===== src/design/gdc_pkg.sv =====
// Shared types and constants for the group dimmer controller.
// Holds command codes, register indexes and the controller/datapath structs.
// No dependencies.
`default_nettype none

package gdc_pkg;

  // Input command codes.
  localparam logic [2:0] CMD_TOGGLE   = 3'd0;
  localparam logic [2:0] CMD_INCREASE = 3'd1;
  localparam logic [2:0] CMD_DECREASE = 3'd2;
  localparam logic [2:0] CMD_REPORT   = 3'd3;
  localparam logic [2:0] CMD_TICK     = 3'd4;

  // Configuration register indexes (byte address is four times the index).
  localparam logic [1:0] REG_TIMEOUT = 2'd0;
  localparam logic [1:0] REG_COUNT   = 2'd1;
  localparam logic [1:0] REG_MAX     = 2'd2;

  // Reset values of the configuration registers.
  localparam logic [15:0] TIMEOUT_RESET = 16'd600;
  localparam logic [4:0]  COUNT_RESET   = 5'd16;
  localparam logic [7:0]  MAX_RESET     = 8'd255;

  // Saturation value of the idle counter.
  localparam logic [16:0] IDLE_MAX = 17'h1FFFF;

  // Level store write selection.
  localparam logic [1:0] WR_NONE   = 2'd0;
  localparam logic [1:0] WR_FILL   = 2'd1;
  localparam logic [1:0] WR_APPLY  = 2'd2;
  localparam logic [1:0] WR_REPORT = 2'd3;

  // Commands from the controller to the datapath.
  typedef struct packed {
    logic       op_ld;
    logic       cur_clr;
    logic       cur_inc;
    logic       rd_en;
    logic       acc_init;
    logic       acc_en;
    logic [1:0] wr_sel;
    logic       emit;
    logic       tick;
    logic       sched;
    logic       idle_clr;
  } gdc_cmd_t;

  // Status from the datapath to the controller.
  typedef struct packed {
    logic cur_done;
    logic rd_vld;
    logic dirty_cur;
    logic pending;
    logic cnt_zero;
    logic idle_gt;
    logic rpt_ok;
    logic out_free;
    logic op_toggle;
  } gdc_status_t;

endpackage

`default_nettype wire


===== src/design/gdc_ctrl.sv =====
// Controller state machine of the group dimmer controller.
// Sequences scans, fills, sends and timer updates; depends on gdc_pkg.
`default_nettype none

module gdc_ctrl (
  input  wire logic               clk,
  input  wire logic               rst_n,
  input  wire logic               in_valid,
  input  wire logic [2:0]         in_cmd,
  output logic                    in_stall,
  input  wire gdc_pkg::gdc_status_t st,
  output gdc_pkg::gdc_cmd_t       cmd
);

  localparam logic [2:0] ST_IDLE  = 3'd0;
  localparam logic [2:0] ST_SCAN  = 3'd1;
  localparam logic [2:0] ST_FILL  = 3'd2;
  localparam logic [2:0] ST_APPLY = 3'd3;
  localparam logic [2:0] ST_REQ   = 3'd4;
  localparam logic [2:0] ST_BRD   = 3'd5;
  localparam logic [2:0] ST_BWR   = 3'd6;

  logic [2:0] state_r;
  logic [2:0] state_nxt;
  logic       accept;

  assign in_stall = (state_r != ST_IDLE);
  assign accept   = in_valid && !in_stall;

  // Next state and datapath commands.
  always_comb begin
    state_nxt = state_r;
    cmd       = '0;
    cmd.wr_sel = gdc_pkg::WR_NONE;
    unique case (state_r)
      ST_IDLE: begin
        if (accept) begin
          cmd.op_ld = 1'b1;
          unique case (in_cmd)
            gdc_pkg::CMD_TOGGLE, gdc_pkg::CMD_INCREASE, gdc_pkg::CMD_DECREASE: begin
              cmd.cur_clr  = 1'b1;
              cmd.acc_init = 1'b1;
              state_nxt    = ST_SCAN;
            end
            gdc_pkg::CMD_REPORT: begin
              if (st.rpt_ok) cmd.wr_sel = gdc_pkg::WR_REPORT;
            end
            gdc_pkg::CMD_TICK: begin
              cmd.tick = 1'b1;
              if (st.pending && st.cnt_zero) begin
                cmd.cur_clr = 1'b1;
                state_nxt   = ST_BRD;
              end
            end
            default: begin
            end
          endcase
        end
      end
      ST_SCAN: begin
        // Reads are issued back to back; the last one drains in the cycle after it.
        cmd.acc_en  = 1'b1;
        cmd.rd_en   = !st.cur_done;
        cmd.cur_inc = !st.cur_done;
        if (st.cur_done && !st.rd_vld) begin
          if (st.op_toggle) begin
            cmd.cur_clr = 1'b1;
            state_nxt   = ST_FILL;
          end else begin
            state_nxt = ST_APPLY;
          end
        end
      end
      ST_FILL: begin
        if (st.cur_done) begin
          state_nxt = ST_REQ;
        end else begin
          cmd.wr_sel  = gdc_pkg::WR_FILL;
          cmd.cur_inc = 1'b1;
        end
      end
      ST_APPLY: begin
        cmd.wr_sel = gdc_pkg::WR_APPLY;
        state_nxt  = ST_REQ;
      end
      ST_REQ: begin
        priority if (st.pending) begin
          state_nxt = ST_IDLE;
        end else if (st.idle_gt) begin
          cmd.cur_clr = 1'b1;
          state_nxt   = ST_BRD;
        end else begin
          cmd.sched = 1'b1;
          state_nxt = ST_IDLE;
        end
      end
      ST_BRD: begin
        priority if (st.cur_done) begin
          cmd.idle_clr = 1'b1;
          state_nxt    = ST_IDLE;
        end else if (st.dirty_cur) begin
          cmd.rd_en = 1'b1;
          state_nxt = ST_BWR;
        end else begin
          cmd.cur_inc = 1'b1;
        end
      end
      ST_BWR: begin
        // Read data stays in the output latch of the store until the transfer slot frees.
        if (st.out_free) begin
          cmd.emit    = 1'b1;
          cmd.cur_inc = 1'b1;
          state_nxt   = ST_BRD;
        end
      end
      default: begin
        state_nxt = ST_IDLE;
      end
    endcase
  end

  always_ff @(posedge clk) begin
    if (!rst_n) begin
      state_r <= ST_IDLE;
    end else begin
      state_r <= state_nxt;
    end
  end

endmodule

`default_nettype wire


===== src/design/gdc_datapath.sv =====
// Datapath of the group dimmer controller: level store, dirty marks,
// scan accumulators, send timer and the result register. Depends on gdc_pkg.
`default_nettype none

module gdc_datapath #(
  parameter int MEMBERS = 16
) (
  input  wire logic              clk,
  input  wire logic              rst_n,
  input  wire logic [15:0]       timeout_ticks,
  input  wire logic [4:0]        member_count,
  input  wire logic [7:0]        max_level,
  input  wire logic [2:0]        in_cmd,
  input  wire logic [3:0]        in_member,
  input  wire logic [7:0]        in_level,
  input  wire gdc_pkg::gdc_cmd_t cmd,
  output gdc_pkg::gdc_status_t   st,
  output logic                   out_valid,
  input  wire logic              out_stall,
  output logic [3:0]             out_member_res,
  output logic [7:0]             out_level_res,
  output logic                   out_last
);

  localparam int IW = (MEMBERS > 1) ? $clog2(MEMBERS) : 1;
  localparam int CW = $clog2(MEMBERS + 1);

  logic [7:0]         mem [MEMBERS];
  logic [MEMBERS-1:0] lvl_vld_r;
  logic [MEMBERS-1:0] dirty_r;
  logic [7:0]         mem_q_r;
  logic               q_vld_r;
  logic               rd_vld_r;
  logic [IW-1:0]      rd_idx_r;
  logic [CW-1:0]      cursor_r;
  logic [CW-1:0]      n_use;
  logic [7:0]         mc8;
  logic [7:0]         cur8;
  logic [7:0]         mbr8;
  logic [IW-1:0]      cur_idx;
  logic [7:0]         rd_level;
  logic [2:0]         op_r;
  logic [7:0]         acc_lvl_r;
  logic [IW-1:0]      acc_idx_r;
  logic               acc_first_r;
  logic               lit_r;
  logic               pending_r;
  logic [15:0]        cnt_r;
  logic [16:0]        idle_r;
  logic               out_valid_r;
  logic [3:0]         out_member_r;
  logic [7:0]         out_level_r;
  logic               out_last_r;
  logic               more_dirty;
  logic               apply_ok;
  logic               wr_en;
  logic [IW-1:0]      wr_addr;
  logic [7:0]         wr_data;

  // Lamps in use: zero counts as one, large values clamp to the store depth.
  assign mc8 = {3'b000, member_count};
  always_comb begin
    priority if (mc8 == 8'd0) begin
      n_use = CW'(1);
    end else if (mc8 > 8'(MEMBERS)) begin
      n_use = CW'(MEMBERS);
    end else begin
      n_use = CW'(mc8);
    end
  end

  assign cur8     = 8'(cursor_r);
  assign mbr8     = 8'(in_member);
  assign cur_idx  = cur8[IW-1:0];
  assign rd_level = q_vld_r ? mem_q_r : 8'd0;

  // Any dirty lamp in use beyond the cursor decides the last flag.
  always_comb begin
    more_dirty = 1'b0;
    for (int j = 0; j < MEMBERS; j++) begin
      if (dirty_r[j] && (CW'(j) > cursor_r) && (CW'(j) < n_use)) more_dirty = 1'b1;
    end
  end

  // Write port selection.
  assign apply_ok = (op_r == gdc_pkg::CMD_INCREASE) ? (acc_lvl_r < max_level)
                                                    : (acc_lvl_r != 8'd0);
  always_comb begin
    wr_en   = 1'b0;
    wr_addr = cur_idx;
    wr_data = in_level;
    unique case (cmd.wr_sel)
      gdc_pkg::WR_FILL: begin
        wr_en   = 1'b1;
        wr_data = lit_r ? 8'd0 : max_level;
      end
      gdc_pkg::WR_APPLY: begin
        wr_en   = apply_ok;
        wr_addr = acc_idx_r;
        wr_data = (op_r == gdc_pkg::CMD_INCREASE) ? (acc_lvl_r + 8'd1) : (acc_lvl_r - 8'd1);
      end
      gdc_pkg::WR_REPORT: begin
        wr_en   = 1'b1;
        wr_addr = mbr8[IW-1:0];
      end
      default: begin
      end
    endcase
  end

  // Level store with registered read at the cursor.
  always_ff @(posedge clk) begin
    if (wr_en) mem[wr_addr] <= wr_data;
    if (cmd.rd_en) begin
      mem_q_r  <= mem[cur_idx];
      q_vld_r  <= lvl_vld_r[cur_idx];
      rd_idx_r <= cur_idx;
    end
  end

  // Written marks stand in for the all-zero reset of the store; dirty marks.
  always_ff @(posedge clk) begin
    if (!rst_n) begin
      lvl_vld_r <= '0;
      dirty_r   <= '0;
      rd_vld_r  <= 1'b0;
    end else begin
      rd_vld_r <= cmd.rd_en;
      if (wr_en) begin
        lvl_vld_r[wr_addr] <= 1'b1;
        dirty_r[wr_addr]   <= (cmd.wr_sel != gdc_pkg::WR_REPORT);
      end
      if (cmd.emit) dirty_r[cur_idx] <= 1'b0;
    end
  end

  // Cursor and latched operation.
  always_ff @(posedge clk) begin
    if (!rst_n) begin
      cursor_r <= '0;
      op_r     <= gdc_pkg::CMD_TOGGLE;
    end else begin
      if (cmd.op_ld) op_r <= in_cmd;
      priority if (cmd.cur_clr) begin
        cursor_r <= '0;
      end else if (cmd.cur_inc) begin
        cursor_r <= cursor_r + CW'(1);
      end
    end
  end

  // Scan accumulators: dimmest with lowest index, brightest with highest index.
  always_ff @(posedge clk) begin
    if (cmd.acc_init) begin
      acc_first_r <= 1'b1;
      lit_r       <= 1'b0;
    end else if (cmd.acc_en && rd_vld_r) begin
      acc_first_r <= 1'b0;
      if (rd_level != 8'd0) lit_r <= 1'b1;
      if (acc_first_r ||
          ((op_r == gdc_pkg::CMD_INCREASE) && (rd_level < acc_lvl_r)) ||
          ((op_r == gdc_pkg::CMD_DECREASE) && (rd_level >= acc_lvl_r))) begin
        acc_lvl_r <= rd_level;
        acc_idx_r <= rd_idx_r;
      end
    end
  end

  // Send timer: idle counter, pending mark and countdown.
  always_ff @(posedge clk) begin
    if (!rst_n) begin
      pending_r <= 1'b0;
      cnt_r     <= '0;
      idle_r    <= gdc_pkg::IDLE_MAX;
    end else begin
      if (cmd.tick) begin
        if (idle_r != gdc_pkg::IDLE_MAX) idle_r <= idle_r + 17'd1;
        if (pending_r) begin
          if (cnt_r == 16'd0) pending_r <= 1'b0;
          else cnt_r <= cnt_r - 16'd1;
        end
      end
      if (cmd.sched) begin
        pending_r <= 1'b1;
        cnt_r     <= timeout_ticks;
      end
      if (cmd.idle_clr) idle_r <= '0;
    end
  end

  // Result register; a new transfer may load as the previous one leaves.
  always_ff @(posedge clk) begin
    if (!rst_n) begin
      out_valid_r <= 1'b0;
    end else if (cmd.emit) begin
      out_valid_r <= 1'b1;
    end else if (!out_stall) begin
      out_valid_r <= 1'b0;
    end
  end

  always_ff @(posedge clk) begin
    if (cmd.emit) begin
      out_member_r <= cur8[3:0];
      out_level_r  <= rd_level;
      out_last_r   <= !more_dirty;
    end
  end

  assign out_valid      = out_valid_r;
  assign out_member_res = out_member_r;
  assign out_level_res  = out_level_r;
  assign out_last       = out_last_r;

  // Status to the controller.
  assign st.cur_done  = (cursor_r >= n_use);
  assign st.rd_vld    = rd_vld_r;
  assign st.dirty_cur = dirty_r[cur_idx];
  assign st.pending   = pending_r;
  assign st.cnt_zero  = (cnt_r == 16'd0);
  assign st.idle_gt   = (idle_r > {1'b0, timeout_ticks});
  assign st.rpt_ok    = !pending_r && st.idle_gt && (mbr8 < 8'(n_use));
  assign st.out_free  = !out_valid_r || !out_stall;
  assign st.op_toggle = (op_r == gdc_pkg::CMD_TOGGLE);

endmodule

`default_nettype wire


===== src/design/group_dimmer_controller_core.sv =====
// Group dimmer controller: keeps a brightness and a dirty mark per lamp and turns
// toggle, increase and decrease commands into bursts of lamp sends, spaced by a
// tick-based timeout. One item is taken at a time; in_stall is high while an item
// is at work. A report, an unknown command or a tick that fires nothing is taken
// with no stall. Increase and decrease hold in_stall after their transfer while the
// single read port of the level store is swept once per scan, and toggle then also
// writes every lamp in use. A send burst, started at once by a command or by a tick
// that fires a pending send, steps through every lamp in use and reads and sends
// each dirty one, waiting while out_stall holds a result. Depends on gdc_pkg,
// gdc_ctrl and gdc_datapath; configuration registers sit at byte addresses 0, 4
// and 8.
`default_nettype none

module group_dimmer_controller_core #(
  parameter int MEMBERS = 16
) (
  input  wire logic        clk,
  input  wire logic        rst_n,
  input  wire logic        in_valid,
  output logic             in_stall,
  input  wire logic [2:0]  in_cmd,
  input  wire logic [3:0]  in_member,
  input  wire logic [7:0]  in_level,
  output logic             out_valid,
  input  wire logic        out_stall,
  output logic [3:0]       out_member_res,
  output logic [7:0]       out_level_res,
  output logic             out_last,
  input  wire logic        psel,
  input  wire logic        penable,
  input  wire logic        pwrite,
  input  wire logic [3:0]  paddr,
  input  wire logic [31:0] pwdata,
  output logic [31:0]      prdata,
  output logic             pready
);

  logic [15:0]          timeout_r;
  logic [4:0]           count_r;
  logic [7:0]           max_r;
  logic                 cfg_wr;
  gdc_pkg::gdc_cmd_t    ctl_cmd;
  gdc_pkg::gdc_status_t dp_st;

  // Configuration registers.
  assign pready = 1'b1;
  assign cfg_wr = psel && penable && pwrite;

  always_ff @(posedge clk) begin
    if (!rst_n) begin
      timeout_r <= gdc_pkg::TIMEOUT_RESET;
      count_r   <= gdc_pkg::COUNT_RESET;
      max_r     <= gdc_pkg::MAX_RESET;
    end else if (cfg_wr) begin
      unique case (paddr[3:2])
        gdc_pkg::REG_TIMEOUT: timeout_r <= pwdata[15:0];
        gdc_pkg::REG_COUNT:   count_r   <= pwdata[4:0];
        gdc_pkg::REG_MAX:     max_r     <= pwdata[7:0];
        default: begin
        end
      endcase
    end
  end

  always_comb begin
    unique case (paddr[3:2])
      gdc_pkg::REG_TIMEOUT: prdata = {16'd0, timeout_r};
      gdc_pkg::REG_COUNT:   prdata = {27'd0, count_r};
      gdc_pkg::REG_MAX:     prdata = {24'd0, max_r};
      default:              prdata = 32'd0;
    endcase
  end

  gdc_ctrl u_ctrl (
    .clk      (clk),
    .rst_n    (rst_n),
    .in_valid (in_valid),
    .in_cmd   (in_cmd),
    .in_stall (in_stall),
    .st       (dp_st),
    .cmd      (ctl_cmd)
  );

  gdc_datapath #(
    .MEMBERS (MEMBERS)
  ) u_datapath (
    .clk            (clk),
    .rst_n          (rst_n),
    .timeout_ticks  (timeout_r),
    .member_count   (count_r),
    .max_level      (max_r),
    .in_cmd         (in_cmd),
    .in_member      (in_member),
    .in_level       (in_level),
    .cmd            (ctl_cmd),
    .st             (dp_st),
    .out_valid      (out_valid),
    .out_stall      (out_stall),
    .out_member_res (out_member_res),
    .out_level_res  (out_level_res),
    .out_last       (out_last)
  );

  // A result is never loaded while the block takes new items.
  a_no_emit_when_open: assert property (@(posedge clk) disable iff (!rst_n)
    !in_stall |-> !ctl_cmd.emit)
    else $error("result loaded while input is open");

  // A stalled result stays valid and unchanged.
  a_stalled_result_holds: assert property (@(posedge clk) disable iff (!rst_n)
    (out_valid && out_stall) |=>
      (out_valid && $stable({out_member_res, out_level_res, out_last})))
    else $error("stalled result changed");

  // A tick that expires the pending send starts a burst.
  a_tick_fires_burst: assert property (@(posedge clk) disable iff (!rst_n)
    (in_valid && !in_stall && (in_cmd == gdc_pkg::CMD_TICK) &&
     dp_st.pending && dp_st.cnt_zero) |=> (in_stall && !dp_st.pending))
    else $error("expired send did not start a burst");

endmodule

`default_nettype wire


===== config.mk =====
export PLATFORM = sky130hd
export DESIGN_NAME = group_dimmer_controller_core
export DESIGN_NICKNAME = d
export VERILOG_FILES = /design/src/design/gdc_pkg.sv /design/src/design/gdc_ctrl.sv /design/src/design/gdc_datapath.sv /design/src/design/group_dimmer_controller_core.sv
export SDC_FILE = /design/constraint.sdc
export NUM_CORES = 1
export LEC_CHECK = 0
export ABC_AREA = 1
export BUFFER_PORTS_ARGS = -buffer_cell sky130_fd_sc_hd__buf_2
export CORE_MARGIN = 2
export CORE_UTILIZATION = 30
export CTS_BUF_LIST = sky130_fd_sc_hd__clkbuf_4
export DETAILED_ROUTE_END_ITERATION = 6
export GPL_TIMING_DRIVEN = 0
export PLACE_DENSITY = 0.57
export SYNTH_ARGS = -nofsm -noshare
export SYNTH_HDL_FRONTEND = slang
export SYNTH_HIERARCHICAL = 1
export SYNTH_SLANG_ARGS = --single-unit

===== constraint.sdc =====
create_clock -name clk -period 3.9 [get_ports clk]
set_clock_uncertainty 0.05 [all_clocks]
set_input_delay 0.78 -clock clk [delete_from_list [all_inputs] [get_ports clk]]
set_output_delay 0.78 -clock clk [all_outputs]
set_load 0.01 [all_outputs]

# ---- Word-level counts from Yosys, hierarchy flattened
# Memories as Yosys holds them, arrays and structs flattened. A register that Yosys moved wholly into a read port is not among the register bits.
# Cells that the tools add are included.
dict set report op_classes {
  addsub 5
  order_cmp 43
  n_eq_ne 28
  mux 99
  bitwise_logic 5
  n_reduce_logical 78
}
# op n
set ops {}
lappend ops {{$mux W16} 7}
lappend ops {{$mux W1} 54}
lappend ops {{$mux W17} 3}
lappend ops {{$pmux W16 S3} 1}
lappend ops {{$logic_and A1 B1 Y1} 44}
lappend ops {{$gt A4 B5 Y1 const A} 8}
lappend ops {{$lt A4 B5 Y1 const A} 8}
lappend ops {{$mux W3} 9}
lappend ops {{$mux W8} 3}
lappend ops {{$pmux W3 S7} 1}
lappend ops {{$gt A3 B5 Y1 const A} 4}
lappend ops {{$lt A3 B5 Y1 const A} 4}
lappend ops {{$add A17 B1 Y17 const B} 1}
lappend ops {{$gt A17 B16 Y1} 1}
lappend ops {{$ne A17 B17 Y1 const B} 1}
lappend ops {{$and A16 B16 Y16} 1}
lappend ops {{$bwmux W16} 1}
lappend ops {{$logic_not A16 Y1} 1}
lappend ops {{$lt A8 B8 Y1} 2}
lappend ops {{$not A16 Y16} 1}
lappend ops {{$or A16 B16 Y16} 1}
lappend ops {{$pmux W8 S2} 1}
lappend ops {{$reduce_bool A8 Y1} 2}
lappend ops {{$sub A16 B1 Y16 const B} 1}
lappend ops {{other kinds (45)} 98}
dict set report word_totals {
  register_bits 140
  mem_bits_rw 128
  in_bits 58
  output_inout_bits 48
  elab_cells 281
  mem_count 1
}
# name depth word_bits rd rd_clocked_by_memory_dff write_ports line_no
set memory_table {}
lappend memory_table {u_datapath.mem 16 8 1 1 1 gdc_datapath.sv:28} ;# logic [7:0] mem [MEMBERS];

# ---- Logic depth before layout (Yosys ltp)
# Gate-level depths: netlist of the first run.
dict set report logic_depth {
  word_depth 22
  ltp_mapped 26
  depth_no_buf 25
}

# ---- Cells and area by module
# The synthesis of the first run kept the hierarchy.
# mod n_inst cells_each area_per_inst_um2 seq_area_each_um2
set modules_own_cells {}
lappend modules_own_cells {gdc_datapath 1 1402 12508.2 6546.3}
lappend modules_own_cells {group_dimmer_controller_core 1 227 1530.2 580.6}
lappend modules_own_cells {gdc_ctrl 1 90 462.9 60.1}

# ---- Least setup slack after synthesis of the first run
# Ideal clock, no wire load.
dict set report synth_path {
  kind {reg2reg}
  from {register u_datapath.cursor_r[0]}
  to {memory u_datapath.mem[0][3] (data pin)}
  setup_ns 0.303
  t_arrival_ns 3.382
  required_ns 3.547
  path_slack_ns 0.165
  stages_incl_launch_ff 20
  n_path_buf 4
  synth_period_minus_slack_ns 3.735
  cell_sequence {dfxtp_1 -> buf_2 -> inv_1 -> clkbuf_1 -> ha_1 -> inv_1 -> nand2_1 -> a21oi_1 -> o21bai_1 -> a21oi_1 -> o21bai_1 -> inv_1 -> nand3_1 -> nand2_1 -> inv_1 -> ha_1 -> clkbuf_1 -> clkbuf_1 -> nor2_1 -> a31oi_1}
}
# item line_no
set synth_lines {}
lappend synth_lines {{from (decl)} gdc_datapath.sv:35} ;# logic [CW-1:0] cursor_r;
lappend synth_lines {{from (signal assigned)} gdc_datapath.sv:147} ;# cursor_r <= cursor_r + CW'(1);
lappend synth_lines {{to (decl)} gdc_datapath.sv:28}

==> metrics, run 1 <==
outcome finished clean; RSZ-0062 raised after global routing true; FMAX roughly 260 MHz; critical path startpoint timeout_r[11]; synth unique cells 53; HP Start pwdata[9]; global placement routability congestion 0.9050; most common flop cell mapped by yosys edfxtp_1; Reg-to-Reg Start timeout_r[11]; startpoint types flop; Avg WL per Cell between 15 and 20 um; PwrDens 506.8 nW/um2; worst-case clock buffer depth 3; worst min-delay path class in2reg; Pwr Total roughly 0.009 W; number of nets in the layout 2,022; pre-CTS WS -1615 ps; Final Max Tran Viols 0; clk_lat worst skew 800 ps; area of the multi-input gates 6260 um2; slew margin rel. ~43%; vias roughly 13,000; Post-DP HPWL approximately 33 mm; Synth Warn # 6; DRT iter0 DRCs 958; CTS H-tree lvls 3; Fin. Hold Viols 0; Finished Cell Area approximately 17,000 um2; die width 223.9 um; clock sink count 276; Post-synth EDFFs 166; CP peak stage delay 350 ps; DIE HEIGHT 223.9 um; Starting Density 30.37%; Syn Inst Count 1,719; TritonCTS clock tree done; slowest stage cell, crit path dfxtp_1; VDD IR max ~240 uV; cts bufs inserted 76; LEAKAGE 7.367 nW; Syn-to-layout area delta 19.34%; crit path max fanout 8; CP arrival 4170 ps; clock period minus worst slack around 3800 ps; DRC 0; I/O pins 106; die area approximately 50,000 um2; Placeable Area 47,750 um2; crit-path cells inv_1 -> ha_1 -> nand2_1 -> inv_1 -> nand3_1 -> nor2_2 -> nand4_1 -> nand3_1 -> nand2_1 -> nor3_2 -> nand3_2 -> nand2_2 -> inv_1 -> ha_1 -> buf_6 -> a22o_1 -> a21oi_4 -> nand2_2 -> nor2_2 -> nand3_4 -> clkinvlp_4; Post-synth ARST share 0%; Final WS setup 123.1 ps; GRT Util Overall 17.79%; worst slew pin tran approximately 850 ps; register area 7216 um2; CTS Hold Bufs 0; row count 80; first-pass GRT wire length roughly 68 mm; #FFs+latches synth ~280; max-capacitance violation count 0; layout cells sized above 1 21.25%; TritonRoute pass-1 iters 5; Tcrit/Tclk final 96.84%; port bufs 70; critical path's most frequent cell inv_1; post-layout util 36.24%; # setup viols final 0; initial antenna violation count 2; Worst EP required 4300 ps; CP endpoint kind flop; Worst-path clk slew ~60 ps; Avg Inst Size Synth 8.436 um2; sequential area share after synthesis 49.56%; synthesized area 14,500 um2; root buffer cell clkbuf_4; largest net degree at the start of global routing 17; gr ovfl total 0; vias in the first global route 12,179; WS Path Type reg2reg; DP Area 15,720 um2; vias per inst 4.892; Post-Route WL about 45 mm; fillers 4,917; antenna viol nets, final 0
-- final timing paths --
check / endpoint / slack, ps / depth (start not counted)
setup / recovery: u_datapath/mem[11][1] / 120 / 21
setup reg to reg: u_datapath/mem[11][1] / 120 / 21
hold reg to reg: u_datapath/acc_idx_r[2] / 390 / 0
hold / removal: timeout_r[9] / 180 / 3
-- cell type report --
type                    count  share of cell area [%]
multi-input cells        1141                   36.17
well taps                 615                   4.447
repair buffers             96                   3.485
clock inverters            16                  0.7592
flip-flops and latches    276                   41.70
clock buffers             113                   4.902
plain buffers              75                   2.863
inverters                 241                   5.647
diodes                      2                 0.02892
-- critical path: cells and delay by family, from the launching register on --
kind	cells	cell delay, ps
compound gates	2	410
fa+ha+maj	2	520
buf+inv	5	590
flops	1	350
simple gates	12	1510
-- sequential cells by signal, summed over array words and instances, names as in the netlist, 3 cells and up --
name and flops:
u_datapath/mem 128, u_datapath/idle_r 17, timeout_r 16, u_datapath/cnt_r 16
u_datapath/dirty_r 16, u_datapath/lvl_vld_r 16, max_r 8, u_datapath/acc_lvl_r 8
u_datapath/mem_q_r 8, u_datapath/out_level_res 8, count_r 5, u_datapath/cursor_r 5
u_datapath/acc_idx_r 4, u_datapath/out_member_res 4, u_datapath/rd_idx_r 4, u_ctrl/state_r 3
u_datapath/op_r 3
-- synthesized netlist by cell type (17+ instances only) --
cell type,instances,area (um2)
inv_1,225,844.6
nor2_1,184,690.7
nand2_1,367,1378
nand3_1,136,680.7
edfxtp_1,166,4985
buf_4,27,202.7
a22o_1,17,148.9
dfxtp_1,110,2202
a31oi_1,20,125.1
nand4_1,27,168.9
clkbuf_1,21,78.83
a21oi_1,106,530.5
ha_1,56,700.7
o21ai_0,56,280.3
-- cells by family (layout without fill, tap and decap cells) --
logic type,after synthesis,after routing,synth area share [%]
adders and majority gates,57,57,4.970
buffers and inverters,317,541,9.551
xor gates and xnor gates,7,7,0.4228
AOI/OAI and AO/OA,274,274,11.42
and+or+nand+nor,786,786,24.03
DFF,276,276,49.56
other,2,19,0.05179
-- per-stage QoR --
stage                     std cells  hold slack (ps)  setup TNS [ps]
after floorplan                1734            350.3               0
after global placement         2419            355.2         -314530
after detailed placement       2421            354.5         -292760
after CTS                      2556            113.5               0
after global routing           2575            136.5           -5312
final                          2575            180.8               0
-- routing by layer --
| layer | global-route usage [%] | vias up | routed length (um) |
|---|---|---|---|
| met5 | 0 | - | 0 |
| met3 | 4.302 | 86 | 3079 |
| met1 | 22.13 | 5958 | 18990 |
| met2 | 28.95 | 399 | 20860 |
| li1 | - | 6155 | - |
| met4 | 8.602 | 0 | 1813 |
-- power by group --
| group | leakage, nW | switching (W) | internal, W |
|---|---|---|---|
| Combinational | 4.40 | 0.00169 | 0.000757 |
| Clock | 0.577 | 0.00123 | 0.00145 |
| Sequential | 2.39 | 0.0000854 | 0.00355 |
-- repair_timing --
action,in CTS,in global routing
resized for setup,55,48
endpoints found under the setup margin,315,276
setup buffers,7,17
pin swaps,5,12
-- cells in the final DEF, fill, tap and decap left out, drive strengths merged, types with 3 or more instances in the layout --
| cell | n |
|---|---|
| o22ai | 14 |
| conb | 17 |
| nand4 | 27 |
| o2111ai | 3 |
| o31ai | 3 |
| or2 | 4 |
| dfxtp | 110 |
| clkinv | 13 |
| nor3 | 14 |
| a211oi | 16 |
| clkinvlp | 19 |
| clkbuf | 133 |
| o21bai | 4 |
| buf | 151 |
| a22o | 17 |
| o21ai | 60 |
| ha | 56 |
| edfxtp | 166 |
| nor4 | 4 |
| o21a | 4 |
| a21oi | 110 |
| xor2 | 5 |
| o211ai | 8 |
| a31oi | 21 |
| nand2 | 378 |
| nand3 | 153 |
| inv | 223 |
| a221oi | 5 |
| nor2 | 205 |
No activity file was read; power rests on OpenSTA's default activity.
==> inputs of run 2 (changes only) <==
--- a/config.mk
+++ b/config.mk
@@ -6,13 +6,13 @@
 export NUM_CORES = 1
 export LEC_CHECK = 0
 export ABC_AREA = 1
-export BUFFER_PORTS_ARGS = -buffer_cell sky130_fd_sc_hd__buf_2
 export CORE_MARGIN = 2
 export CORE_UTILIZATION = 30
 export CTS_BUF_LIST = sky130_fd_sc_hd__clkbuf_4
 export DETAILED_ROUTE_END_ITERATION = 6
+export DONT_BUFFER_PORTS = 1
 export GPL_TIMING_DRIVEN = 0
-export PLACE_DENSITY = 0.57
+export PLACE_DENSITY = 0.55
 export SYNTH_ARGS = -nofsm -noshare
 export SYNTH_HDL_FRONTEND = slang
 export SYNTH_HIERARCHICAL = 1
==> metrics, run 2 (synthesized netlist as in run 1, its figures left out) <==
Syn-to-layout area delta 18.02%; layout cells sized above 1 between 10% and 20%; global placement routability congestion between 0.9 and 1; I/O pins 106; clk_lat worst skew approximately 800 ps; GRT Util Overall 17.96%; gr ovfl total 0; Finished Cell Area 17,110 um2; CP endpoint kind flop; FMAX 265.6 MHz; WS Path Type reg2reg; worst-case clock buffer depth 3; antenna viol nets, final 0; setup TNS 0 ps; DP Area 15,380 um2; Tcrit/Tclk final 96.53%; grt met3 use 3.987%; startpoint types flop; Starting Density 30.37%; Post-DP HPWL approximately 33 mm; vias 12,358; most common cell after layout, fill and taps aside nand2_1; CTS H-tree lvls 3; DIE HEIGHT approximately 220 um; Finished Layout Cells 2,514; Fin. Hold Viols 0; worst min-delay path class in2reg; clock sink count between 200 and 300; first-pass GRT wire length 68.36 mm; Worst-path clk slew 60 ps; CP arrival 4180 ps; failing checks design-rule violations; Post-Route WL 45.27 mm; vias per inst 4.916; initial antenna violation count 2; max-capacitance violation count 0; # setup viols final 0; cts bufs inserted 77; post-layout util between 30% and 40%; LEAKAGE 7.127 nW; root buffer cell clkbuf_4; TritonRoute pass-1 iters 7; row count 80; port bufs 0; Placeable Area 47,750 um2; Biggest register u_datapath/mem; Placed Instances roughly 2,400; largest registers u_datapath/mem x128, u_datapath/idle_r x17; M1 GR Usage 22.89%; worst slew pin tran 891.6 ps; largest net degree at the start of global routing 17; PwrDens 513.3 nW/um2; Avg WL per Cell 18.01 um; grt peak-use layer met2; max FFs per register around 130; TritonCTS clock tree done; VDD IR max around 270 uV; die area about 50,000 um2; DRT iter0 DRCs 1,008; clock period minus worst slack 3765 ps; DRC 2; number of nets in the layout approximately 2,000; RSZ-0062 raised after global routing true; met2 Usage GRT between 20 and 30%; Final Max Tran Viols 0; most frequent cells in the layout 360 x nand2_1, 197 x inv_1, 167 x nor2_1, 166 x edfxtp_1, 130 x nand3_1; die width 223.9 um; slew margin rel. 40.56%; vias in the first global route 11,811; crit path max fanout 8; outcome finished, violations left; Worst EP required 4310 ps
-- run 2: cell count changes in the layout (fill, tap and decap cells not counted), sizes merged --
cell / change
clkinv: +3
inv: +2
clkinvlp: -1
bufinv: -2
clkbuf: +7
dlygate4sd3: +2
buf: -73
diode: +1
-- run 2: final cells by class --
| type | count | area [um2] |
|---|---|---|
| Inverter | 241 | 979.7 |
| Clock inverter | 18 | 91.34 |
| Buffer | 75 | 499.2 |
| Clock buffer | 119 | 893.4 |
| Multi-Input combinational cell | 1141 | 6386 |
| Tap cell | 615 | 769.5 |
| Sequential cell | 276 | 7226 |
| Fill cell | 4912 | 30630 |
| Antenna cell | 3 | 7.507 |
| Timing Repair Buffer | 26 | 261.5 |
-- run 2: metal layers --
layer,vias to the layer above,routed length (um)
li1,6023,-
met4,0,1925
met2,416,20870
met3,92,2983
met5,-,0
met1,5827,19500
-- run 2: what timing repair did --
action	4_1_cts	5_1_grt
gates resized for setup	61	79
hold buffers	2	0
buffers inserted	6	16
hold endpoints to repair	4	0
setup endpoints to repair	315	297
pin swaps	6	23
-- run 2: worst paths after layout --
check	start	cells past startpoint	endpoint	slack, ps
worst min register to register	u_datapath/rd_idx_r[2]	0	u_datapath/acc_idx_r[2]	350
worst max-delay path	count_r[3]	21	u_datapath/mem[7][2]	140
worst min-delay path	pwdata[6]	2	timeout_r[6]	80
worst max register to register	count_r[3]	21	u_datapath/mem[7][2]	140
-- run 2: power by group --
group / switching [W] / total [W] / leakage, nW / internal (W)
Clock: 0.00127 / 0.00266 / 0.589 / 0.00139
Combinational: 0.00176 / 0.00248 / 4.14 / 0.000723
Sequential: 0.0000906 / 0.00364 / 2.40 / 0.00355
-- run 2: through the flow --
step           hold slack, ps  total power [W]  setup WS, ps
2_1_floorplan           350.3         0.005054         165.4
3_3_place_gp            354.8         0.005718         -1682
3_5_place_dp            354.5         0.005794         -1701
4_1_cts                0.3644         0.008654         4.915
5_1_grt                 41.48         0.009263        -46.57
6_report                84.44         0.008785         135.4
-- run 2: critical path, stage by stage, from the launching register on --
cell	delay, ps
dfxtp_4	370
nor2_2	100
nand3_2	90
inv_1	80
o21ai_2	70
ha_1	290
nand2_1	80
inv_1	40
nand4_1	70
o211ai_1	170
nor3_2	280
nand3_2	140
nand2_2	140
inv_2	50
ha_1	200
buf_6	150
a22o_1	250
a21oi_4	210
nand2_4	120
nor2_1	170
nand3_2	140
clkinvlp_4	230
==> inputs of run 3 (changes only) <==
--- a/config.mk
+++ b/config.mk
@@ -12,8 +12,8 @@
 export DETAILED_ROUTE_END_ITERATION = 6
 export DONT_BUFFER_PORTS = 1
 export GPL_TIMING_DRIVEN = 0
-export PLACE_DENSITY = 0.55
+export PLACE_DENSITY_LB_ADDON = 0.15
+export SKIP_CTS_REPAIR_TIMING = 1
 export SYNTH_ARGS = -nofsm -noshare
 export SYNTH_HDL_FRONTEND = slang
-export SYNTH_HIERARCHICAL = 1
 export SYNTH_SLANG_ARGS = --single-unit
==> metrics, run 3 <==
critical path's most frequent cell nand2_2; pre-CTS WS -1656 ps; RSZ-0062 raised after global routing true; CTS H-tree lvls 3; layout cells sized above 1 between 10% and 20%; Avg WL per Cell 19.08 um; vias in the first global route around 11,000; met2 Usage GRT 31.81%; port bufs 0; I/O pins 106; worst path bufs/invs 5; setup slack, reg-to-reg 120 ps; Syn Inst Count 1,614; Starting Density 30.33%; Yosys top cell by area edfxtp_1; root buffer cell clkbuf_4; Synth Warn # 0; hold depth 2; clk_lat worst skew roughly 820 ps; Post-Route WL 45.93 mm; Final Max Tran Viols 0; delay-heaviest family, CP simple AND/OR/NAND/NOR gates; Pwr Total about 0.008 W; CP peak stage delay 360 ps; sequential area share after synthesis 51.00%; synth unique cells 58; WS Path Type reg2reg; FMAX around 260 MHz; die area roughly 49,000 um2; most frequent cells in the layout 317 x nand2_1, 177 x inv_1, 166 x edfxtp_1, 161 x nor2_1, 117 x clkbuf_4; LEAKAGE 6.751 nW; TritonRoute pass-1 iters 5; largest registers u_datapath.mem x128, u_datapath.idle_r x17; Fin. Hold Viols 0; #FFs+latches synth approximately 280; register area 7209 um2; r2r endpoint u_datapath.mem[4][4]; slowest stage cell, crit path dfxtp_4; startpoint types flop; worst min-delay path class in2reg; vias ~12,000; number of nets in the layout 1,855; crit-path cells nor2_2 -> nand2_2 -> nand2_1 -> nand2_2 -> ha_2 -> a21oi_2 -> nor2_1 -> a21oi_1 -> nand2_1 -> nor2_2 -> nand4_4 -> inv_4 -> a21oi_4 -> inv_2 -> ha_4 -> clkinvlp_4 -> a31oi_1 -> nand2_2 -> nand3_4 -> buf_12 -> nand3_2 -> clkinvlp_4; Biggest register u_datapath.mem; worst slew pin tran 812.5 ps; slew margin rel. 45.83%; Synth top area share 35.38%; PwrDens 470.4 nW/um2; most common cell after layout, fill and taps aside nand2_1; largest net degree at the start of global routing 23; Hold Crit Endpoint timeout_r[0]; Worst EP required 4350 ps; Placeable Area 46,460 um2; fillers 4,900; outcome finished clean; Post-synth top cells 323 x nand2_1, 208 x inv_1, 175 x nor2_1; Tcrit/Tclk final 96.83%; Avg Inst Size Synth 8.730 um2; DIE HEIGHT 220.7 um; VDD IR max around 190 uV; Post-synth ARST share 0%; CP arrival 4230 ps; crit path max fanout 8; # setup viols final 0; Crit path depth 22; most common flop cell mapped by yosys edfxtp_1; TritonCTS clock tree done; CP endpoint kind flop; Post-DP HPWL 34.04 mm; cts bufs inserted 78; synthesized area 14,090 um2; Worst-path clk slew 80 ps; clock sink count about 280; hold_ws 47.13 ps; Syn-to-layout area delta 17.83%; DRT iter0 DRCs 696; DRC 0; die width 220.7 um; clock period minus worst slack 3776 ps; global placement routability congestion 0.9092; area of the multi-input gates around 6100 um2; initial antenna violation count 2; M1 GR Usage 23.74%; synth top area cells edfxtp_1 35%, dfxtp_1 16%, nand2_1 8.6%; Post-synth EDFFs 166; max-capacitance violation count 0; grt peak-use layer met2; vias per inst between 4 and 5; grt met3 use 4.137%; row count 79; HP Start pwdata[0]; first-pass GRT wire length a little under 70 mm; gr ovfl total 0; antenna viol nets, final 0; max FFs per register 128; worst-case clock buffer depth 3; Reg-to-Reg Start count_r[3]; GRT Util Overall a little under a fifth; Final WS setup around 120 ps; FF-to-FF path depth 22; most numerous cell in the Yosys netlist nand2_1
[run 3: cell count changes after synthesis, moves of 14 or more]
cell / change
nand2_1: -44
o21ai_0: +27
inv_1: -17
xor2_1: +14
nand3_1: -59
[run 3: logic make-up (layout without fill, tap and decap cells)]
| kind of cell | Yosys count | count (layout) | share of synthesized area [%] |
|---|---|---|---|
| other cells | 2 | 19 | 0.05330 |
| compound gates | 314 | 314 | 13.49 |
| buf+inv | 284 | 452 | 8.400 |
| fa+ha+maj | 61 | 61 | 5.470 |
| simple gates | 652 | 653 | 20.03 |
| flops | 276 | 276 | 51.00 |
| xor+xnor | 25 | 25 | 1.554 |
[run 3: worst max path at each step]
stage | startpoint | endpoint | slack (ps)
finish | count_r[3] | u_datapath.mem[4][4] | 120
global route | count_r[4] | u_datapath.mem[4][7] | -50
CTS | u_datapath.cursor_r[0] | u_datapath.mem[0][7] | -1660
detailed placement | u_datapath.cursor_r[0] | u_datapath.mem[3][7] | -1660
global placement | u_datapath.cursor_r[0] | u_datapath.mem[2][5] | -1810
floorplan | u_datapath.cursor_r[0] | u_datapath.mem[6][0] | 250
[run 3: worst register-to-register path, stage by stage (launching register included)]
cell and delay, ps:
dfxtp_4 360, nor2_2 120, nand2_2 70, nand2_1 70, nand2_2 90, ha_2 180, a21oi_2 120, nor2_1 50
a21oi_1 110, nand2_1 120, nor2_2 170, nand4_4 110, inv_4 100, a21oi_4 50, inv_2 110, ha_4 260
clkinvlp_4 190, a31oi_1 200, nand2_2 180, nand3_4 200, buf_12 150, nand3_2 150, clkinvlp_4 250
[run 3: where the power goes]
part	total, W	internal [W]	switching [W]
clock network	0.00272	0.00139	0.00133
registers	0.00349	0.00343	0.0000662
logic	0.00160	0.000485	0.00112
[run 3: layout make-up]
type                            count  share of cell area [%]
Clock inverter                     25                  0.7611
Clock buffer                      117                   5.290
Sequential cell                   276                   43.42
Inverter                          219                   5.441
Antenna cell                        2                 0.03014
Buffer                             63                   2.133
Multi-Input combinational cell   1070                   36.93
Timing Repair Buffer               28                   1.417
Tap cell                          607                   4.574
[run 3: stage by stage]
stage	setup TNS, ps	area [um2]	util, %	std cells
6_report	0	16600	35.74	2407
5_1_grt	-882.4	16600	35.74	2407
4_1_cts	-374100	15970	34.38	2381
3_5_place_dp	-373220	14970	32.22	2239
3_3_place_gp	-414550	14910	32.09	2236
2_1_floorplan	0	14150	-	1629
[run 3: layer usage]
metal / up-vias / part of all wire [%]
met1: 5485 / 44
met5: - / 0
li1: 5765 / -
met3: 78 / 5.9
met4: 0 / 2.9
met2: 291 / 47
